**src/rtl/necir_pkg.sv**
```systemverilog
package necir_pkg;

	// Pulse timing of the NEC format, microseconds
	localparam logic [15:0] LEAD_MARK  = 16'd9000;
	localparam logic [15:0] LEAD_SPACE = 16'd4500;
	localparam logic [15:0] BIT_MARK   = 16'd560;
	localparam logic [15:0] ZERO_SPACE = 16'd560;
	localparam logic [15:0] ONE_SPACE  = 16'd1690;
	localparam logic [15:0] REP_MARK   = 16'd9000;
	localparam logic [15:0] REP_SPACE  = 16'd2250;

	// Burst layout: leader, 16 address bits, 16 command bits, stop symbol
	localparam int FRAME_LEN  = 34;
	localparam int REPEAT_LEN = 2;
	localparam int CNT_W      = 6;
	localparam logic [CNT_W-1:0] CNT_MAX        = '1;
	localparam logic [CNT_W-1:0] IDX_FIRST_ADDR = CNT_W'(1);
	localparam logic [CNT_W-1:0] IDX_LAST_ADDR  = CNT_W'(16);
	localparam logic [CNT_W-1:0] IDX_LAST_CMD   = CNT_W'(32);
	localparam logic [CNT_W-1:0] IDX_FRAME_END  = CNT_W'(FRAME_LEN - 1);
	localparam logic [CNT_W-1:0] IDX_REPEAT_END = CNT_W'(REPEAT_LEN - 1);

	// Address filter byte classes
	localparam logic [7:0] ADDR_RSVD_LO  = 8'hF0;
	localparam logic [7:0] ADDR_RSVD_HI  = 8'hFE;
	localparam logic [7:0] ADDR_MCAST_HI = 8'h0F;
	localparam logic [7:0] ADDR_BCAST    = 8'hFF;

	// Configuration port
	localparam int PADDR_W = 4;
	localparam logic [9:0]  MARGIN_RESET  = 10'd200;
	localparam logic [15:0] MCAST_RESET   = 16'd0;
	localparam logic [7:0]  UNICAST_RESET = 8'd0;

	typedef enum logic [1:0] {
		REG_DECODE_MARGIN = 2'd0,
		REG_MCAST_MASK    = 2'd1,
		REG_UCAST_ADDR    = 2'd2
	} reg_idx_t;

	typedef enum logic [2:0] {
		ST_ACCEPTED       = 3'd0,
		ST_REPEAT         = 3'd1,
		ST_PARSE_ERROR    = 3'd2,
		ST_RESERVED       = 3'd3,
		ST_MCAST_REJECTED = 3'd4,
		ST_UCAST_MISMATCH = 3'd5,
		ST_UNKNOWN_LEN    = 3'd6
	} status_t;

	typedef struct packed {
		logic [14:0] mark_duration;
		logic [14:0] space_duration;
		logic        last_symbol;
	} sym_t;

	typedef struct packed {
		status_t     status;
		logic [15:0] frame_addr;
		logic [15:0] frame_command;
	} res_t;

	typedef struct packed {
		logic [9:0]  decode_margin;
		logic [15:0] mcast_mask;
		logic [7:0]  ucast_addr;
	} cfg_t;

	typedef struct packed {
		logic is_lead;
		logic is_repeat;
		logic is_one;
		logic is_zero;
	} sym_class_t;

endpackage

```
**src/rtl/necir_cfg_regs.sv**
```systemverilog
module necir_cfg_regs (
	input  logic                          clk,
	input  logic                          arst_n,
	input  logic                          psel,
	input  logic                          penable,
	input  logic                          pwrite,
	input  logic [necir_pkg::PADDR_W-1:0] paddr,
	input  logic [31:0]                   pwdata,
	output logic [31:0]                   prdata,
	output logic                          pready,
	output necir_pkg::cfg_t               cfg
);

	necir_pkg::cfg_t cfg_q;
	logic            wr_en;
	logic [1:0]      reg_sel;

	assign pready  = 1'b1;
	assign wr_en   = psel && penable && pwrite;
	assign reg_sel = paddr[3:2];
	assign cfg     = cfg_q;

	always_ff @(posedge clk or negedge arst_n) begin
		if (!arst_n) begin
			cfg_q.decode_margin <= necir_pkg::MARGIN_RESET;
			cfg_q.mcast_mask    <= necir_pkg::MCAST_RESET;
			cfg_q.ucast_addr    <= necir_pkg::UNICAST_RESET;
		end else if (wr_en) begin
			case (reg_sel)
				necir_pkg::REG_DECODE_MARGIN: cfg_q.decode_margin <= pwdata[9:0];
				necir_pkg::REG_MCAST_MASK:    cfg_q.mcast_mask    <= pwdata[15:0];
				necir_pkg::REG_UCAST_ADDR:    cfg_q.ucast_addr    <= pwdata[7:0];
				default: ;
			endcase
		end
	end

	always_comb begin
		case (reg_sel)
			necir_pkg::REG_DECODE_MARGIN: prdata = {22'd0, cfg_q.decode_margin};
			necir_pkg::REG_MCAST_MASK:    prdata = {16'd0, cfg_q.mcast_mask};
			necir_pkg::REG_UCAST_ADDR:    prdata = {24'd0, cfg_q.ucast_addr};
			default:                      prdata = 32'd0;
		endcase
	end

endmodule

```
**src/rtl/necir_sym_class.sv**
```systemverilog
module necir_sym_class (
	input  logic [14:0]           mark_duration,
	input  logic [14:0]           space_duration,
	input  logic [9:0]            decode_margin,
	output necir_pkg::sym_class_t cls
);

	// spec - m < d < spec + m, with the lower bound written as d + m > spec
	function automatic logic near_spec(input logic [14:0] d, input logic [15:0] spec,
		input logic [9:0] m);
		logic [15:0] d16;
		logic [15:0] m16;
		d16 = {1'b0, d};
		m16 = {6'd0, m};
		return (d16 < spec + m16) && (d16 + m16 > spec);
	endfunction

	logic mark_lead, mark_rep, mark_bit;
	logic space_lead, space_rep, space_one, space_zero;

	assign mark_lead  = near_spec(mark_duration, necir_pkg::LEAD_MARK, decode_margin);
	assign mark_rep   = near_spec(mark_duration, necir_pkg::REP_MARK, decode_margin);
	assign mark_bit   = near_spec(mark_duration, necir_pkg::BIT_MARK, decode_margin);
	assign space_lead = near_spec(space_duration, necir_pkg::LEAD_SPACE, decode_margin);
	assign space_rep  = near_spec(space_duration, necir_pkg::REP_SPACE, decode_margin);
	assign space_one  = near_spec(space_duration, necir_pkg::ONE_SPACE, decode_margin);
	assign space_zero = near_spec(space_duration, necir_pkg::ZERO_SPACE, decode_margin);

	assign cls.is_lead   = mark_lead && space_lead;
	assign cls.is_repeat = mark_rep && space_rep;
	assign cls.is_one    = mark_bit && space_one;
	assign cls.is_zero   = mark_bit && space_zero;

endmodule

```
**src/rtl/necir_addr_filter.sv**
```systemverilog
module necir_addr_filter (
	input  logic [7:0]         addr_lo,
	input  logic [15:0]        mcast_mask,
	input  logic [7:0]         ucast_addr,
	output necir_pkg::status_t status
);

	always_comb begin
		if (addr_lo inside {[necir_pkg::ADDR_RSVD_LO:necir_pkg::ADDR_RSVD_HI]}) begin
			status = necir_pkg::ST_RESERVED;
		end else if (addr_lo <= necir_pkg::ADDR_MCAST_HI) begin
			status = mcast_mask[addr_lo[3:0]] ? necir_pkg::ST_ACCEPTED
				: necir_pkg::ST_MCAST_REJECTED;
		end else if (addr_lo != necir_pkg::ADDR_BCAST) begin
			status = (addr_lo == ucast_addr) ? necir_pkg::ST_ACCEPTED
				: necir_pkg::ST_UCAST_MISMATCH;
		end else begin
			status = necir_pkg::ST_ACCEPTED;
		end
	end

endmodule

```
**src/rtl/nec_ir_frame_decoder_filter.sv**
```systemverilog
// NEC IR frame decoder with address filter.
// Registers: input reg, then result reg; a final symbol's result is registered when
// that symbol leaves the input reg.
// Throughput: 1 symbol per cycle unless stalled; one compare, shift, filter pass per symbol.
// A non-final symbol keeps moving while a result waits; a final one waits for the result reg.
// Reset (arst_n low, async): burst state cleared, saved frame zero, registers to defaults.
module nec_ir_frame_decoder_filter (
	input  logic                          clk,
	input  logic                          arst_n,
	// configuration port
	input  logic                          psel,
	input  logic                          penable,
	input  logic                          pwrite,
	input  logic [necir_pkg::PADDR_W-1:0] paddr,
	input  logic [31:0]                   pwdata,
	output logic [31:0]                   prdata,
	output logic                          pready,
	// symbol items in
	input  logic                          sym_valid,
	output logic                          sym_ready,
	input  necir_pkg::sym_t               sym,
	// result items out
	output logic                          res_valid,
	input  logic                          res_ready,
	output necir_pkg::res_t               res
);

	necir_pkg::cfg_t       cfg;
	necir_pkg::sym_class_t cls;
	necir_pkg::status_t    filt_status;

	// Stage 1: registered symbol
	logic            s1_valid_q;
	necir_pkg::sym_t sym_s1;
	logic            s1_adv;

	// Burst state
	logic [necir_pkg::CNT_W-1:0] count_q;
	logic [15:0]                 addr_shift_q;
	logic [15:0]                 cmd_shift_q;
	logic                        burst_valid_q;
	logic                        first_rep_q;
	logic [15:0]                 saved_addr_q;
	logic [15:0]                 saved_cmd_q;

	logic [necir_pkg::CNT_W-1:0] count_d;
	logic [15:0]                 addr_shift_d;
	logic [15:0]                 cmd_shift_d;
	logic                        burst_valid_d;
	logic                        first_rep_d;
	logic                        frame_ok;
	necir_pkg::res_t             res_d;

	// Result register
	logic            res_valid_q;
	necir_pkg::res_t res_q;

	necir_cfg_regs u_cfg (
		.clk     (clk),
		.arst_n  (arst_n),
		.psel    (psel),
		.penable (penable),
		.pwrite  (pwrite),
		.paddr   (paddr),
		.pwdata  (pwdata),
		.prdata  (prdata),
		.pready  (pready),
		.cfg     (cfg)
	);

	necir_sym_class u_class (
		.mark_duration  (sym_s1.mark_duration),
		.space_duration (sym_s1.space_duration),
		.decode_margin  (cfg.decode_margin),
		.cls            (cls)
	);

	necir_addr_filter u_filter (
		.addr_lo    (addr_shift_q[7:0]),
		.mcast_mask (cfg.mcast_mask),
		.ucast_addr (cfg.ucast_addr),
		.status     (filt_status)
	);

	// A final symbol needs the result reg free; other symbols only update state.
	assign s1_adv    = s1_valid_q && (!sym_s1.last_symbol || !res_valid_q || res_ready);
	assign sym_ready = !s1_valid_q || s1_adv;
	assign res_valid = res_valid_q;
	assign res       = res_q;

	always_ff @(posedge clk or negedge arst_n) begin
		if (!arst_n) begin
			s1_valid_q <= 1'b0;
		end else if (sym_ready) begin
			s1_valid_q <= sym_valid;
		end
	end

	always_ff @(posedge clk) begin
		if (sym_ready && sym_valid) begin
			sym_s1 <= sym;
		end
	end

	// Per-symbol decode. Symbol 0 is the leader (or repeat code), symbols 1..16
	// shift in the address and 17..32 the command, LSB first. A symbol that
	// fits both one and zero (wide margin) counts as a one. The stop symbol
	// is not checked.
	always_comb begin
		burst_valid_d = burst_valid_q;
		first_rep_d   = first_rep_q;
		addr_shift_d  = addr_shift_q;
		cmd_shift_d   = cmd_shift_q;
		if (count_q == '0) begin
			if (!cls.is_lead) begin
				burst_valid_d = 1'b0;
			end
			first_rep_d = cls.is_repeat;
		end else if (count_q <= necir_pkg::IDX_LAST_CMD) begin
			if (!cls.is_one && !cls.is_zero) begin
				burst_valid_d = 1'b0;
			end
			if (count_q <= necir_pkg::IDX_LAST_ADDR) begin
				addr_shift_d = {cls.is_one, addr_shift_q[15:1]};
			end else begin
				cmd_shift_d = {cls.is_one, cmd_shift_q[15:1]};
			end
		end
		count_d = (count_q == necir_pkg::CNT_MAX) ? count_q
			: count_q + necir_pkg::IDX_FIRST_ADDR;
	end

	assign frame_ok = (count_q == necir_pkg::IDX_FRAME_END) && burst_valid_d;

	// Result for a final symbol
	always_comb begin
		res_d.status        = necir_pkg::ST_UNKNOWN_LEN;
		res_d.frame_addr    = 16'd0;
		res_d.frame_command = 16'd0;
		if (count_q == necir_pkg::IDX_FRAME_END) begin
			if (burst_valid_d) begin
				res_d.status        = filt_status;
				res_d.frame_addr    = addr_shift_q;
				res_d.frame_command = cmd_shift_q;
			end else begin
				res_d.status = necir_pkg::ST_PARSE_ERROR;
			end
		end else if (count_q == necir_pkg::IDX_REPEAT_END) begin
			if (first_rep_d) begin
				res_d.status        = necir_pkg::ST_REPEAT;
				res_d.frame_addr    = saved_addr_q;
				res_d.frame_command = saved_cmd_q;
			end else begin
				res_d.status = necir_pkg::ST_PARSE_ERROR;
			end
		end
	end

	// Burst state: the final symbol returns it to idle; the saved frame is
	// taken from any fully parsed frame, even one the filter turns away.
	always_ff @(posedge clk or negedge arst_n) begin
		if (!arst_n) begin
			count_q       <= '0;
			addr_shift_q  <= 16'd0;
			cmd_shift_q   <= 16'd0;
			burst_valid_q <= 1'b1;
			first_rep_q   <= 1'b0;
			saved_addr_q  <= 16'd0;
			saved_cmd_q   <= 16'd0;
		end else if (s1_adv) begin
			if (sym_s1.last_symbol) begin
				count_q       <= '0;
				addr_shift_q  <= 16'd0;
				cmd_shift_q   <= 16'd0;
				burst_valid_q <= 1'b1;
				first_rep_q   <= 1'b0;
				if (frame_ok) begin
					saved_addr_q <= addr_shift_q;
					saved_cmd_q  <= cmd_shift_q;
				end
			end else begin
				count_q       <= count_d;
				addr_shift_q  <= addr_shift_d;
				cmd_shift_q   <= cmd_shift_d;
				burst_valid_q <= burst_valid_d;
				first_rep_q   <= first_rep_d;
			end
		end
	end

	always_ff @(posedge clk or negedge arst_n) begin
		if (!arst_n) begin
			res_valid_q <= 1'b0;
		end else if (s1_adv && sym_s1.last_symbol) begin
			res_valid_q <= 1'b1;
		end else if (res_ready) begin
			res_valid_q <= 1'b0;
		end
	end

	always_ff @(posedge clk) begin
		if (s1_adv && sym_s1.last_symbol) begin
			res_q <= res_d;
		end
	end

`ifndef SYNTHESIS
	// Idle burst state is always the cleared one
	a_idle_clear: assert property (@(posedge clk) disable iff (!arst_n)
		(count_q == '0) |-> (addr_shift_q == 16'd0 && cmd_shift_q == 16'd0
			&& burst_valid_q && !first_rep_q))
		else $error("burst state not cleared at symbol index zero");

	// Input only stalls behind a held final symbol and a blocked result
	a_stall_cause: assert property (@(posedge clk) disable iff (!arst_n)
		!sym_ready |-> (s1_valid_q && sym_s1.last_symbol && res_valid_q && !res_ready))
		else $error("symbol input stalled without cause");

	// Error and unknown-length results carry no frame
	a_err_zero: assert property (@(posedge clk) disable iff (!arst_n)
		(res_valid_q && (res_q.status == necir_pkg::ST_PARSE_ERROR
			|| res_q.status == necir_pkg::ST_UNKNOWN_LEN))
		|-> (res_q.frame_addr == 16'd0 && res_q.frame_command == 16'd0))
		else $error("error result carries frame data");

	// A final symbol that moves on always yields a result next cycle
	a_last_result: assert property (@(posedge clk) disable iff (!arst_n)
		(s1_adv && sym_s1.last_symbol) |=> res_valid_q)
		else $error("final symbol produced no result");
`endif

endmodule

```
**config.mk**
```make
export PLATFORM = sky130hd
export DESIGN_NAME = nec_ir_frame_decoder_filter
export DESIGN_NICKNAME = d
export VERILOG_FILES = /design/src/rtl/necir_pkg.sv /design/src/rtl/necir_cfg_regs.sv /design/src/rtl/necir_sym_class.sv /design/src/rtl/necir_addr_filter.sv /design/src/rtl/nec_ir_frame_decoder_filter.sv
export SDC_FILE = /design/constraint.sdc
export NUM_CORES = 1
export LEC_CHECK = 0
export BUFFER_PORTS_ARGS = -buffer_cell sky130_fd_sc_hd__buf_4
export CAP_MARGIN = 10
export CORE_MARGIN = 1
export CORE_UTILIZATION = 55
export CTS_CLUSTER_DIAMETER = 100
export DETAILED_ROUTE_END_ITERATION = 12
export PLACE_DENSITY = 0.84
export SETUP_SLACK_MARGIN = 0.02
export SYNTH_ARGS = -nofsm -noshare
export SYNTH_HDL_FRONTEND = slang
export SYNTH_HIERARCHICAL = 1
export SYNTH_SLANG_ARGS = --single-unit
```
**constraint.sdc**
```tcl
create_clock -name clk -period 7.8 [get_ports clk]
set_input_delay 0.39 -clock clk [delete_from_list [all_inputs] [get_ports clk]]
set_output_delay 0.39 -clock clk [all_outputs]
set_load 0.005 [all_outputs]
```
==> key figures, run 1 <==
STA
  – Final-report setup violation count: 0
  – Min Hold Slack: 0.113 ns
  – Fmax: 0.177 GHz
  – Final WS setup: 2.14 ns
  – Max Slew Vio Count: 0
  – RSZ-0062 raised after global routing: false
  – Worst Clk Skew: 0.0141 ns
  – Least-Margin Pin Slew: 1.09 ns
  – Final min period: 5.66 ns
  – Slew Limit Headroom: 0.270
  – Total negative slack: 0 ns
  – Fin. Hold Viols: 0
  – Crit share post-route: 0.725

Floorplanning
  – Die ar.: 20600 sq um
  – # rows: 51
  – Die Wd: 144 microns
  – Core area: 19500 sq um
  – Top-Level Pins: 144
  – Die height: 144 microns
  – Initial Util: 0.564

GRT
  – Initial antenna violation count: 0
  – Vias in the first global route: 8097
  – First-pass GRT wire length: 40100 microns
  – Total grt overflow: 0
  – GRT Resource Usage Total: 0.250
  – Largest net degree at the start of global routing: 60

Logic synthesis
  – Number of synthesized register bits: 174
  – Sequential-to-total area share from yosys stat: 0.426
  – Yosys warning count: 6
  – Syn Inst Count: 991
  – EDFF count, synth: 66
  – Post-synth ARST share: 0.621
  – Top_reg_cell synth: dfrtp_1
  – Yosys top cell by area: dfrtp_1
  – Netlist cell types: 91
  – Synthesized area: 11000 sq um
  – Dominant cells by area after synthesis: dfrtp_1 (24%), edfxtp_1 (18%), ha_1 (9.9%)
  – Post-synth top area share: 0.236
  – Synth Area per Inst: 11.1 sq um

Clocking
  – Number of CTS-inserted buffers: 17
  – Post-CTS Setup Inserts: 0
  – CTS tree: yes
  – CTS Sinks: 174
  – Clock latency on the worst-skew pair: 0.45 ns
  – Worst-path clk slew: 0.08 ns
  – Hold_buf cts: 1
  – CTS max path bufs: 2
  – Root Driver: clkbuf_16
  – H-tree levels: 4
  – PostCTS Resize Cnt: 0

Final layout
  – Footprint of the multi-input gates: 5920 sq um
  – Final Core Density: 0.645
  – Fin nets: 1245
  – Layout area overhead: 14.3%
  – Reg area: 4690 sq um
  – Fillcell total: 1508
  – Share of cells above drive strength 1: 0.218
  – # diodes: 0

Pwr
  – Combinational power share: 0.330
  – Clock share of power: 0.289
  – Sequential Power Share: 0.381
  – Switching share of power: 0.376
  – Peak supply drop: 183 uV
  – Net Sw Power: 1.18 mW
  – Internal power: 1.96 mW
  – LEAKAGE: 5.57 nW
  – Power Density: 250 nW/um^2

Routing
  – Wirelength per Cell: 18.2 microns
  – Remaining DRCs: 0
  – DR iter-0 viols: 651
  – Vias per cell: 6.07
  – Post-route ant nets: 0
  – Via count: 8256
  – DRT Pass-1 Iters: 5
  – Total Wirelength: 24700 microns

Status
  – Status: completed

Run
  – Maxcap violations: 0

Worst setup path
  – Critical Path RT: 8.12 ns
  – Reg2Reg Setup Slack: 2.14 ns
  – Worst EP arrival: 5.97 ns
  – Worst Reg-to-Reg Cells: 16
  – WS Path Type: flip-flop to flip-flop
  – Crit end category: flip-flop
  – Critical path fanouts, max: 35
  – Crit start category: flip-flop

Hold path
  – Worst Hold Depth: 1
  – Hold Path Class: primary input to flip-flop

Placement
  – Gpl congestion: 0.904
  – Port Buffers: 108
  – Detail Placement HPWL: 17300 microns
  – Pre-CTS setup slack: 2.24 ns
==> Yosys cell counts (11+ instances only) <==
library cell and n:
xnor2_1 29, nor2_1 36, buf_4 18, nor3_1 16
a21o_1 12, mux2_4 38, and2_1 11, nand3_1 20
edfxtp_1 66, nand4_1 26, clkbuf_1 26, nand2_1 79
o21ai_0 35, o211ai_1 25, nor2b_1 21, mux2_2 29
xor2_1 23, inv_1 27, dfrtp_1 104, a21oi_1 41
ha_1 87, a22o_1 47, mux2i_1 13
==> final cells by class <==
cell class / count / area share
Tap cell: 265 / 0.0263
Clock inverter: 15 / 0.0173
Clock buffer: 17 / 0.0338
Timing Repair Buffer: 118 / 0.0706
Multi-Input combinational cell: 741 / 0.471
Inverter: 30 / 0.00894
Sequential cell: 174 / 0.372
==> metrics by stage <==
| stage | cells | power, mW | cell area (sq um) |
|---|---|---|---|
| after floorplan | 1006 | 1.93 | 11100 |
| after global placement | 1326 | 2.17 | 11900 |
| after detailed placement | 1326 | 2.22 | 11900 |
| after CTS | 1359 | 3.14 | 12600 |
| after global routing | 1360 | 3.33 | 12600 |
| final | 1360 | 3.15 | 12600 |
==> power groups by stage <==
stage | clock (mW) | sequential (mW) | combinational [mW]
after floorplan | 0 | 1.15 | 0.788
after global placement | 0 | 1.21 | 0.966
after detailed placement | 0 | 1.22 | 1.00
after CTS | 0.920 | 1.20 | 1.02
after global routing | 0.952 | 1.22 | 1.16
final | 0.910 | 1.20 | 1.04
==> per-layer routing <==
layer | up-vias | share of wire | GRT usage | wire length, microns
met5 | - | 0 | 0 | 0
met1 | 4023 | 0.43 | 0.313 | 10600
met3 | 67 | 0.050 | 0.0450 | 1230
met2 | 285 | 0.49 | 0.424 | 12100
met4 | 0 | 0.032 | 0.109 | 781
li1 | 3881 | - | - | -
==> worst max-delay path, stage by stage, from the launching register on <==
cell,delay [ns]
dfrtp_1,0.71
clkinv_1,0.37
ha_1,0.31
nor2_1,0.18
xnor2_1,0.19
ha_1,0.29
a21o_1,0.16
a21oi_1,0.14
o21ai_0,0.10
or3_1,0.34
a211o_1,0.32
a2111oi_2,0.40
nor2_1,0.15
a211oi_4,0.21
buf_4,0.39
nand2_2,0.70
mux2_4,0.54
==> cell families (layout without fill, tap and decap cells) <==
kind of cell,Yosys count,in the layout,synth area share
simple gates,263,263,0.127
compound gates,236,236,0.158
flops,174,174,0.426
buf+inv,91,180,0.0425
fa+ha+maj,89,89,0.102
mux,84,84,0.102
xor+xnor,52,52,0.0413
other cells,2,17,0.000682
==> state kept, by name, summed over array words and instances (netlist names), 6 cells and up <==
name,cells
cmd_shift_q,16
saved_addr_q,16
addr_shift_q,16
count_q,6
saved_cmd_q,16
u_cfg/cfg,34
res,35
sym_s1,31
==> path summary, 6_finish.rpt <==
kind / startpoint / end
min: sym[16] / sym_s1[16]
max: u_cfg/cfg[29] / saved_addr_q[15]
min in group asynchronous: arst_n / saved_cmd_q[6]
min reg2reg: burst_valid_q / burst_valid_q
max reg2reg: u_cfg/cfg[29] / saved_addr_q[15]
max in group asynchronous: arst_n / u_cfg/cfg[14]
==> layout by cell type, fill, tap and decap left out, types with 4 or more instances in the layout <==
master	count
a211o_1	4
mux2_4	38
nand4_1	26
a31oi_1	5
nor2b_1	21
a22o_1	47
xnor2_1	29
a21o_1	12
nand3_1	20
and2_1	11
nor2_1	36
nor3_1	16
o2111ai_1	4
nand2_1	79
conb_1	17
buf_4	117
mux2_2	29
o21a_1	8
and3_1	6
clkbuf_16	17
o41ai_1	4
nand2b_1	8
inv_1	27
edfxtp_1	66
dfstp_2	4
o31ai_1	7
a211oi_1	5
xor2_1	23
mux2i_1	13
ha_1	87
a21oi_1	41
or3_1	6
o211ai_1	25
inv_12	4
dfrtp_1	104
clkinv_8	5
o21ai_0	35
Note: power is estimated with default switching activity, not from simulation.
==> run 2: changes to the inputs <==
--- a/config.mk
+++ b/config.mk
@@ -5,13 +5,14 @@
 export SDC_FILE = /design/constraint.sdc
 export NUM_CORES = 1
 export LEC_CHECK = 0
+export ABC_AREA = 1
 export BUFFER_PORTS_ARGS = -buffer_cell sky130_fd_sc_hd__buf_4
 export CAP_MARGIN = 10
 export CORE_MARGIN = 1
-export CORE_UTILIZATION = 55
+export CORE_UTILIZATION = 54
 export CTS_CLUSTER_DIAMETER = 100
 export DETAILED_ROUTE_END_ITERATION = 12
-export PLACE_DENSITY = 0.84
+export PLACE_DENSITY = 0.85
 export SETUP_SLACK_MARGIN = 0.02
 export SYNTH_ARGS = -nofsm -noshare
 export SYNTH_HDL_FRONTEND = slang
==> constraint.sdc (replaced) <==
create_clock -name clk -period 5.2 [get_ports clk]
set_input_delay 0.26 -clock clk [delete_from_list [all_inputs] [get_ports clk]]
set_output_delay 0.26 -clock clk [all_outputs]
set_load 0.005 [all_outputs]
==> run 2 against run 1 <==
Compared with the run above:
- final cell count up 42%
- via count is 29% higher
- utilization fell by 0.65 points
- design area increased by 6.9%
- global-route usage rose by 1.6 points
- sequential share of layout area is 2.4 points lower
- clock power rose by 41%
- critical path type unchanged
- wire length increased by 16%
- total power grew 45%
- worst setup slack worse by 1.5 ns
- combinational power is 52% higher
==> key figures, run 2 <==
Status
  – Status: completed

STA
  – Least-Margin Pin Slew: 0.984 ns (-0.108 ns)
  – Final min period: 4.52 ns (-1.13 ns)
  – Total negative slack: 0 ns (unchanged)
  – Worst Clk Skew: 0.0139 ns (-0.000209 ns)
  – Fmax: 0.221 GHz (+25%)
  – Final-report setup violation count: 0 (unchanged)
  – RSZ-0062 raised after global routing: false
  – Crit share post-route: 0.869 (+0.144)
  – Fin. Hold Viols: 0 (unchanged)
  – Max Slew Vio Count: 0 (unchanged)
  – Slew Limit Headroom: 0.342 (+0.0723)

Routing
  – Vias per cell: 5.49 (-9.6%)
  – DRT Pass-1 Iters: 6 (+1)
  – Wirelength per Cell: 14.8 microns (-18%)
  – Post-route ant nets: 0 (unchanged)
  – Remaining DRCs: 0 (unchanged)
  – Via count: 10600 (+29%)
  – DR iter-0 viols: 924 (+42%)
  – Total Wirelength: 28700 microns (+16%)

GRT
  – Initial antenna violation count: 0 (unchanged)
  – First-pass GRT wire length: 47100 microns (+17%)
  – Total grt overflow: 0 (unchanged)
  – Largest net degree at the start of global routing: 62 (+3.3%)
  – Vias in the first global route: 9886 (+22%)
  – GRT Resource Usage Total: 0.266 (+0.0159)

Worst setup path
  – Worst EP arrival: 4.76 ns (-1.21 ns)
  – Crit end category: flip-flop
  – Cell Chain, Critical Path: inv_1 > ha_1 > a21oi_1 > nor2_1 > o21ai_0 > nand2_1 > nand2_1 > nand2_1 > ha_1 > a21oi_1 > nor2_1 > a211oi_1 > o21ai_0 > a21oi_1 > nand3_1 > nor2_1 > nor2_1 > nand2_1 > nor2_2 > nor2_4 > buf_4 > nand3_1 > o21ai_0
  – Critical path fanouts, max: 24 (-31%)
  – RR Startpoint: u_cfg/cfg[27]
  – Top cell family by delay on the critical path: compound AO/OA/AOI/OAI gates
  – WS Path Type: flip-flop to flip-flop
  – Crit start category: flip-flop
  – Worst path bufs/invs: 2 (unchanged)
  – CP Launch Point: u_cfg/cfg[27]
  – Slowest cell on crit path: dfstp_2
  – Critical Path RT: 5.44 ns (-2.68 ns)
  – Slowest stage delay, CP: 0.70 ns (about the same)

Logic synthesis
  – Sequential-to-total area share from yosys stat: 0.403 (-0.0222)
  – Number of synthesized register bits: 174 (unchanged)
  – Yosys warning count: 6 (unchanged)
  – Synth Area per Inst: 7.66 sq um (-31%)
  – Post-synth ARST share: 0.621 (unchanged)
  – Post-synthesis adder-cell area fraction: 0.0971 (-0.00535)
  – Netlist cell types: 47 (-48%)
  – Post-synth top area share: 0.224 (-0.0123)
  – Syn Inst Count: 1518 (+53%)
  – Dominant cells by area after synthesis: dfrtp_1 (22%), nand2_1 (18%), edfxtp_1 (17%)
  – Synth Area in Compound Gates: 0.0642 (-0.0939)
  – Xor/xnor share of the synthesized area: 0.0264 (-0.0150)
  – Post-synth top cells: nand2_1 (546), inv_1 (157), nand3_1 (112)
  – Yosys top cell by area: dfrtp_1
  – EDFF count, synth: 66 (unchanged)
  – Post-synthesis mux area share: 0 (-0.102)
  – Top_reg_cell synth: dfrtp_1
  – Main combinational cell family by area after synthesis: simple AND/OR/NAND/NOR gates
  – Synthesized area: 11600 sq um (+5.5%)
  – Most common cell in the netlist: nand2_1
  – Simple-Gate Fraction of Synth Area: 0.323 (+0.195)

Placement
  – Detail Placement HPWL: 20000 microns (+16%)
  – Gpl congestion: 0.921 (+1.9%)
  – Port Buffers: 108 (unchanged)
  – Placed Area: 12500 sq um (+5.2%)

Final layout
  – Design area: 13500 sq um (+6.9%)
  – Final Core Density: 0.638 (-0.00651)
  – Most frequent cells in the layout: nand2_1 (546), inv_1 (157), buf_4 (116)
  – Fillcell total: 1739 (+15%)
  – # diodes: 0 (unchanged)
  – Footprint of the multi-input gates: 6000 sq um (+1.2%)
  – Share of cells above drive strength 1: 0.124 (-0.0946)
  – Reg area: 4690 sq um (unchanged)
  – Layout area overhead: 15.8%
  – Fin nets: 1808 (+45%)
  – Max reg flops: 35 (unchanged)
  – Commonest non-fill, non-tap cell in the layout: nand2_1

Floorplanning
  – Initial Util: 0.551 (-0.0130)
  – Core area: 21100 sq um (+8.0%)
  – Die Wd: 149 microns (+3.6%)
  – Die ar.: 22100 sq um (+7.4%)
  – Top-Level Pins: 144 (unchanged)
  – # rows: 53 (+3.9%)
  – Die height: 149 microns (+3.6%)

Hold path
  – Min-Delay Startpoint: pwdata[15]
  – Hold Path Class: primary input to flip-flop

Clocking
  – Post-CTS Setup Inserts: 0 (unchanged)
  – PostCTS Resize Cnt: 0 (unchanged)
  – Clock latency on the worst-skew pair: 0.44 ns (about the same)
  – Root Driver: clkbuf_16
  – Worst-path clk slew: 0.08 ns (about the same)
  – H-tree levels: 4 (unchanged)
  – Number of CTS-inserted buffers: 17 (unchanged)
  – Hold_buf cts: 27 (+26)
  – CTS Sinks: 174 (unchanged)
  – CTS tree: yes
  – CTS max path bufs: 2 (unchanged)

Pwr
  – LEAKAGE: 6.87 nW (+23%)
  – Internal power: 2.77 mW (+41%)
  – Net Sw Power: 1.79 mW (+51%)
  – Peak supply drop: 268 uV (+46%)
  – Combinational power share: 0.347 (+0.017)
  – Clock share of power: 0.281 (-0.008)
  – Final Power: 4.56 mW (+45%)
  – Power Density: 339 nW/um^2 (+36%)
  – Sequential Power Share: 0.372 (-0.009)
  – Switching share of power: 0.393 (+0.0170)

Run
  – Maxcap violations: 0 (unchanged)
## run 2: logic make-up after synthesis
logic type      Yosys count
compound gates          129
xor+xnor                 35
fa+ha+maj                89
buf+inv                 226
flops                   174
other cells               2
simple gates            863
## run 2: metrics by stage
stage	setup slack (ns)	cells	hold WS (ns)
finish	0.680	1933	0.0237
global route	0.290	1933	0.0234
CTS	0.788	1928	0.00109
detailed placement	0.850	1869	0.313
global placement	0.946	1869	0.310
floorplan	1.75	1533	-0.0356
## run 2: final timing paths
path	slack [ns]	endpoint	cells past startpoint
setup / recovery	0.68	res[32]	23
setup reg to reg	0.68	res[32]	23
min in group asynchronous	0.38	cmd_shift_q[8]	2
hold / removal	0.02	u_cfg/cfg[23]	3
max in group asynchronous	3.61	first_rep_q	3
hold reg to reg	0.48	saved_addr_q[7]	2
## run 2: final cells by class
class                      count  area share
sequential                   174       0.348
tap                          275      0.0256
multi-input combinational   1133       0.446
timing repair buffer         148      0.0885
clock buffer                  17      0.0316
inverter                     171      0.0477
clock inverter                15      0.0125
## run 2: power by group through the flow
stage,clock [mW],combinational (mW),sequential [mW]
2_1_floorplan,0,1.18,1.65
3_3_place_gp,0,1.46,1.72
3_5_place_dp,0,1.51,1.72
4_1_cts,1.29,1.54,1.69
5_1_grt,1.35,1.77,1.71
6_report,1.28,1.58,1.70
## run 2: tightest hold or removal path, delay by kind of cell
kind / cells / cell delay (ns)
and+or+nand+nor: 2 / 0.09
buffers and inverters: 1 / 0.08
## run 2: metal layers
layer / vias to the layer above / wire [microns] / track usage
met5: - / 0 / 0
met4: 0 / 745 / 0.0990
met3: 62 / 1940 / 0.0483
met2: 435 / 13700 / 0.438
met1: 4933 / 12300 / 0.350
li1: 5181 / - / -
==> run 3: changes to the inputs <==
--- a/config.mk
+++ b/config.mk
@@ -10,6 +10,7 @@
 export CAP_MARGIN = 10
 export CORE_MARGIN = 1
 export CORE_UTILIZATION = 54
+export CTS_BUF_LIST = sky130_fd_sc_hd__clkbuf_4 sky130_fd_sc_hd__clkbuf_8 sky130_fd_sc_hd__clkbuf_16
 export CTS_CLUSTER_DIAMETER = 100
 export DETAILED_ROUTE_END_ITERATION = 12
 export PLACE_DENSITY = 0.85
==> constraint.sdc (replaced) <==
create_clock -name clk -period 4.05 [get_ports clk]
set_input_delay 0.2025 -clock clk [delete_from_list [all_inputs] [get_ports clk]]
set_output_delay 0.2025 -clock clk [all_outputs]
set_load 0.005 [all_outputs]
==> run 3 against run 2 <==
Compared with the run above:
- critical path depth fell by 4
- critical path type unchanged
- flip-flop and latch count did not move
- clock skew fell by 0.0020 ns
- design area rose by 2.1%
- worst hold slack got worse by 0.0058 ns
- utilization rose by 1.4 points
- critical endpoint is now res[24]
- highest routed layer unchanged
==> key figures, run 3 (same netlist as run 2, synthesis figures left out) <==
Floorplanning
  – Die ar.: 22100 sq um (unchanged)
  – Core area: 21100 sq um (unchanged)
  – Initial Util: 0.551 (unchanged)
  – Die Wd: 149 microns (unchanged)
  – Die height: 149 microns (unchanged)
  – Top-Level Pins: 144 (unchanged)
  – # rows: 53 (unchanged)

Final layout
  – Footprint of the multi-input gates: 6010 sq um (+0.23%)
  – Most frequent cells in the layout: nand2_1 (546), inv_1 (157), buf_4 (123)
  – # diodes: 0 (unchanged)
  – Design area: 13700 sq um (+2.1%)
  – Share of cells above drive strength 1: 0.131 (+0.00783)
  – Reg area: 4690 sq um (about the same)
  – Fin nets: 1831 (+1.3%)
  – Final Instance Count excl. Fillers: 1956 (+1.2%)
  – Commonest non-fill, non-tap cell in the layout: nand2_1
  – Layout area overhead: 18.2%
  – Max reg flops: 35 (unchanged)
  – Fillcell total: 1686 (-3.0%)

Routing
  – Post-route ant nets: 0 (unchanged)
  – Via count: 10800 (+1.5%)
  – Total Wirelength: 29300 microns (+2.2%)
  – Wirelength per Cell: 15.0 microns (+1.0%)
  – Vias per cell: 5.50 (+0.27%)
  – DRT Pass-1 Iters: 5 (-1)
  – Remaining DRCs: 0 (unchanged)
  – DR iter-0 viols: 838 (-9.3%)

STA
  – Least-Margin Pin Slew: 1.03 ns (+0.0413 ns)
  – Max Slew Vio Count: 0 (unchanged)
  – Crit share post-route: 0.945 (+0.0754)
  – Fin. Hold Viols: 0 (unchanged)
  – Worst Clk Skew: 0.0119 ns (-0.00201 ns)
  – Final-report setup violation count: 0 (unchanged)
  – RSZ-0062 raised after global routing: false
  – Total negative slack: 0 ns (unchanged)
  – Min Hold Slack: 0.0179 ns (-0.00580 ns)
  – Fmax: 0.261 GHz (+18%)
  – Slew Limit Headroom: 0.316 (-0.0254)
  – Final min period: 3.83 ns (-0.694 ns)

GRT
  – Met2 Resource Use GR: 0.456 (+0.0180)
  – Met1 usage: 0.353 (+0.00303)
  – First-pass GRT wire length: 48700 microns (+3.3%)
  – Largest net degree at the start of global routing: 81 (+31%)
  – Busiest layer in global routing: met2
  – GRT Resource Usage Total: 0.275 (+0.00901)
  – Total grt overflow: 0 (unchanged)
  – Vias in the first global route: 10300 (+4.2%)
  – Initial antenna violation count: 0 (unchanged)
  – Met3 global-route usage: 0.0440 (-0.00428)

Placement
  – Port Buffers: 108 (unchanged)
  – Gpl congestion: 0.930 (+0.90%)
  – Cells after DPL: 1880 (+0.59%)
  – Placed Area: 12700 sq um (+0.96%)
  – Detail Placement HPWL: 20500 microns (+2.3%)

Hold path
  – Worst Hold Depth: 3 (unchanged)
  – Hold Path Class: primary input to flip-flop
  – Hold endpoint: u_cfg/cfg[9]
  – Min-Delay Startpoint: pwdata[1]

Pwr
  – LEAKAGE: 7.01 nW (+2.0%)
  – Peak supply drop: 331 uV (+24%)
  – Power Density: 436 nW/um^2 (+29%)

Worst setup path
  – Critical path fanouts, max: 17 (-29%)
  – CP dominant cell by count: nand2_1
  – Crit end category: flip-flop
  – RR Startpoint: u_cfg/cfg[28]
  – Worst r2r dst: res[24]
  – Reg2Reg Setup Slack: 0.22 ns (-0.46 ns)
  – Cell Chain, Critical Path: buf_4 > ha_1 > inv_1 > nand2_1 > nand2_1 > nand2_1 > o21ai_0 > ha_1 > nand2_1 > nor2_1 > a211oi_1 > o211ai_1 > a21oi_1 > nand3_1 > nor2_2 > o21ai_1 > nor2_4 > nand2_4 > o21ai_0
  – Slowest cell on crit path: dfrtp_1
  – Critical Path RT: 4.30 ns (-1.14 ns)
  – Worst Reg-to-Reg Cells: 19 (-17%)
  – Worst EP arrival: 4.08 ns (-0.68 ns)
  – Slowest stage delay, CP: 0.44 ns (-0.26 ns)
  – Crit start category: flip-flop
  – WS Path Type: flip-flop to flip-flop

Clocking
  – CTS tree: yes
  – Root Driver: clkbuf_16
  – H-tree levels: 4 (unchanged)
  – CTS max path bufs: 2 (unchanged)
  – CTS Sinks: 174 (unchanged)
  – Clock latency on the worst-skew pair: 0.43 ns (about the same)
  – Number of CTS-inserted buffers: 17 (unchanged)
  – Worst-path clk slew: 0.08 ns (about the same)

Run
  – Maxcap violations: 0 (unchanged)

Status
  – Status: completed
==> run 3: cell types whose count changed in the layout (fill, tap and decap cells not counted), sizes merged <==
cell and change:
inv +1, bufinv +1, buf +11, dlygate4sd3 +12, clkinv -2
==> run 3: through the flow <==
stage	util	setup slack, ns	total power, mW
finish	0.652	0.224	5.99
global route	0.652	0.0705	6.37
CTS	0.651	0.108	5.96
detailed placement	0.601	0.173	4.21
global placement	0.601	0.223	4.14
floorplan	-	0.598	3.63
==> run 3: area by class of cell <==
class	count	area share
Clock inverter	15	0.0143
Sequential cell	174	0.341
Multi-Input combinational cell	1133	0.437
Tap cell	275	0.0250
Timing Repair Buffer	171	0.104
Clock buffer	17	0.0309
Inverter	171	0.0467
==> run 3: layer usage <==
metal | vias to the layer above | part of all wire | wire, microns
met1 | 5001 | 0.41 | 12100
met3 | 69 | 0.075 | 2210
met4 | 0 | 0.028 | 821
met2 | 481 | 0.48 | 14100
met5 | - | 0 | 0
li1 | 5215 | - | -
==> run 3: power breakdown <==
group / internal [mW] / total, mW / leakage, nW / switching [mW]
registers: 1.98 / 2.14 / 2.08 / 0.165
clock network: 0.898 / 1.71 / 0.299 / 0.810
logic: 0.805 / 2.14 / 4.63 / 1.34
total: 3.68 / 5.99 / 7.01 / 2.31
==> run 3: how the worst max path moves through the flow <==
stage	start	to
after floorplan	u_cfg/cfg[27]	res[15]
after global placement	u_cfg/cfg[27]	res[27]
after detailed placement	u_cfg/cfg[27]	res[24]
after CTS	u_cfg/cfg[27]	res[24]
after global routing	u_cfg/cfg[27]	res[33]
final	u_cfg/cfg[28]	res[24]
==> run 3: worst max-delay path, delay by kind of cell (launching register included) <==
kind | cells | cell delay (ns)
adder cells (fa/ha/maj) | 2 | 0.53
AND/OR/NAND/NOR | 9 | 1.22
flip-flops | 1 | 0.44
buffers and inverters | 2 | 0.36
AO/OA/AOI/OAI | 6 | 1.09
==> run 3: repair_timing <==
item,CTS,global route
endpoints found under the hold margin,122,0
setup buffers,0,0
endpoints found under the setup margin,0,67
gates resized for setup,0,8
hold buffers,44,0
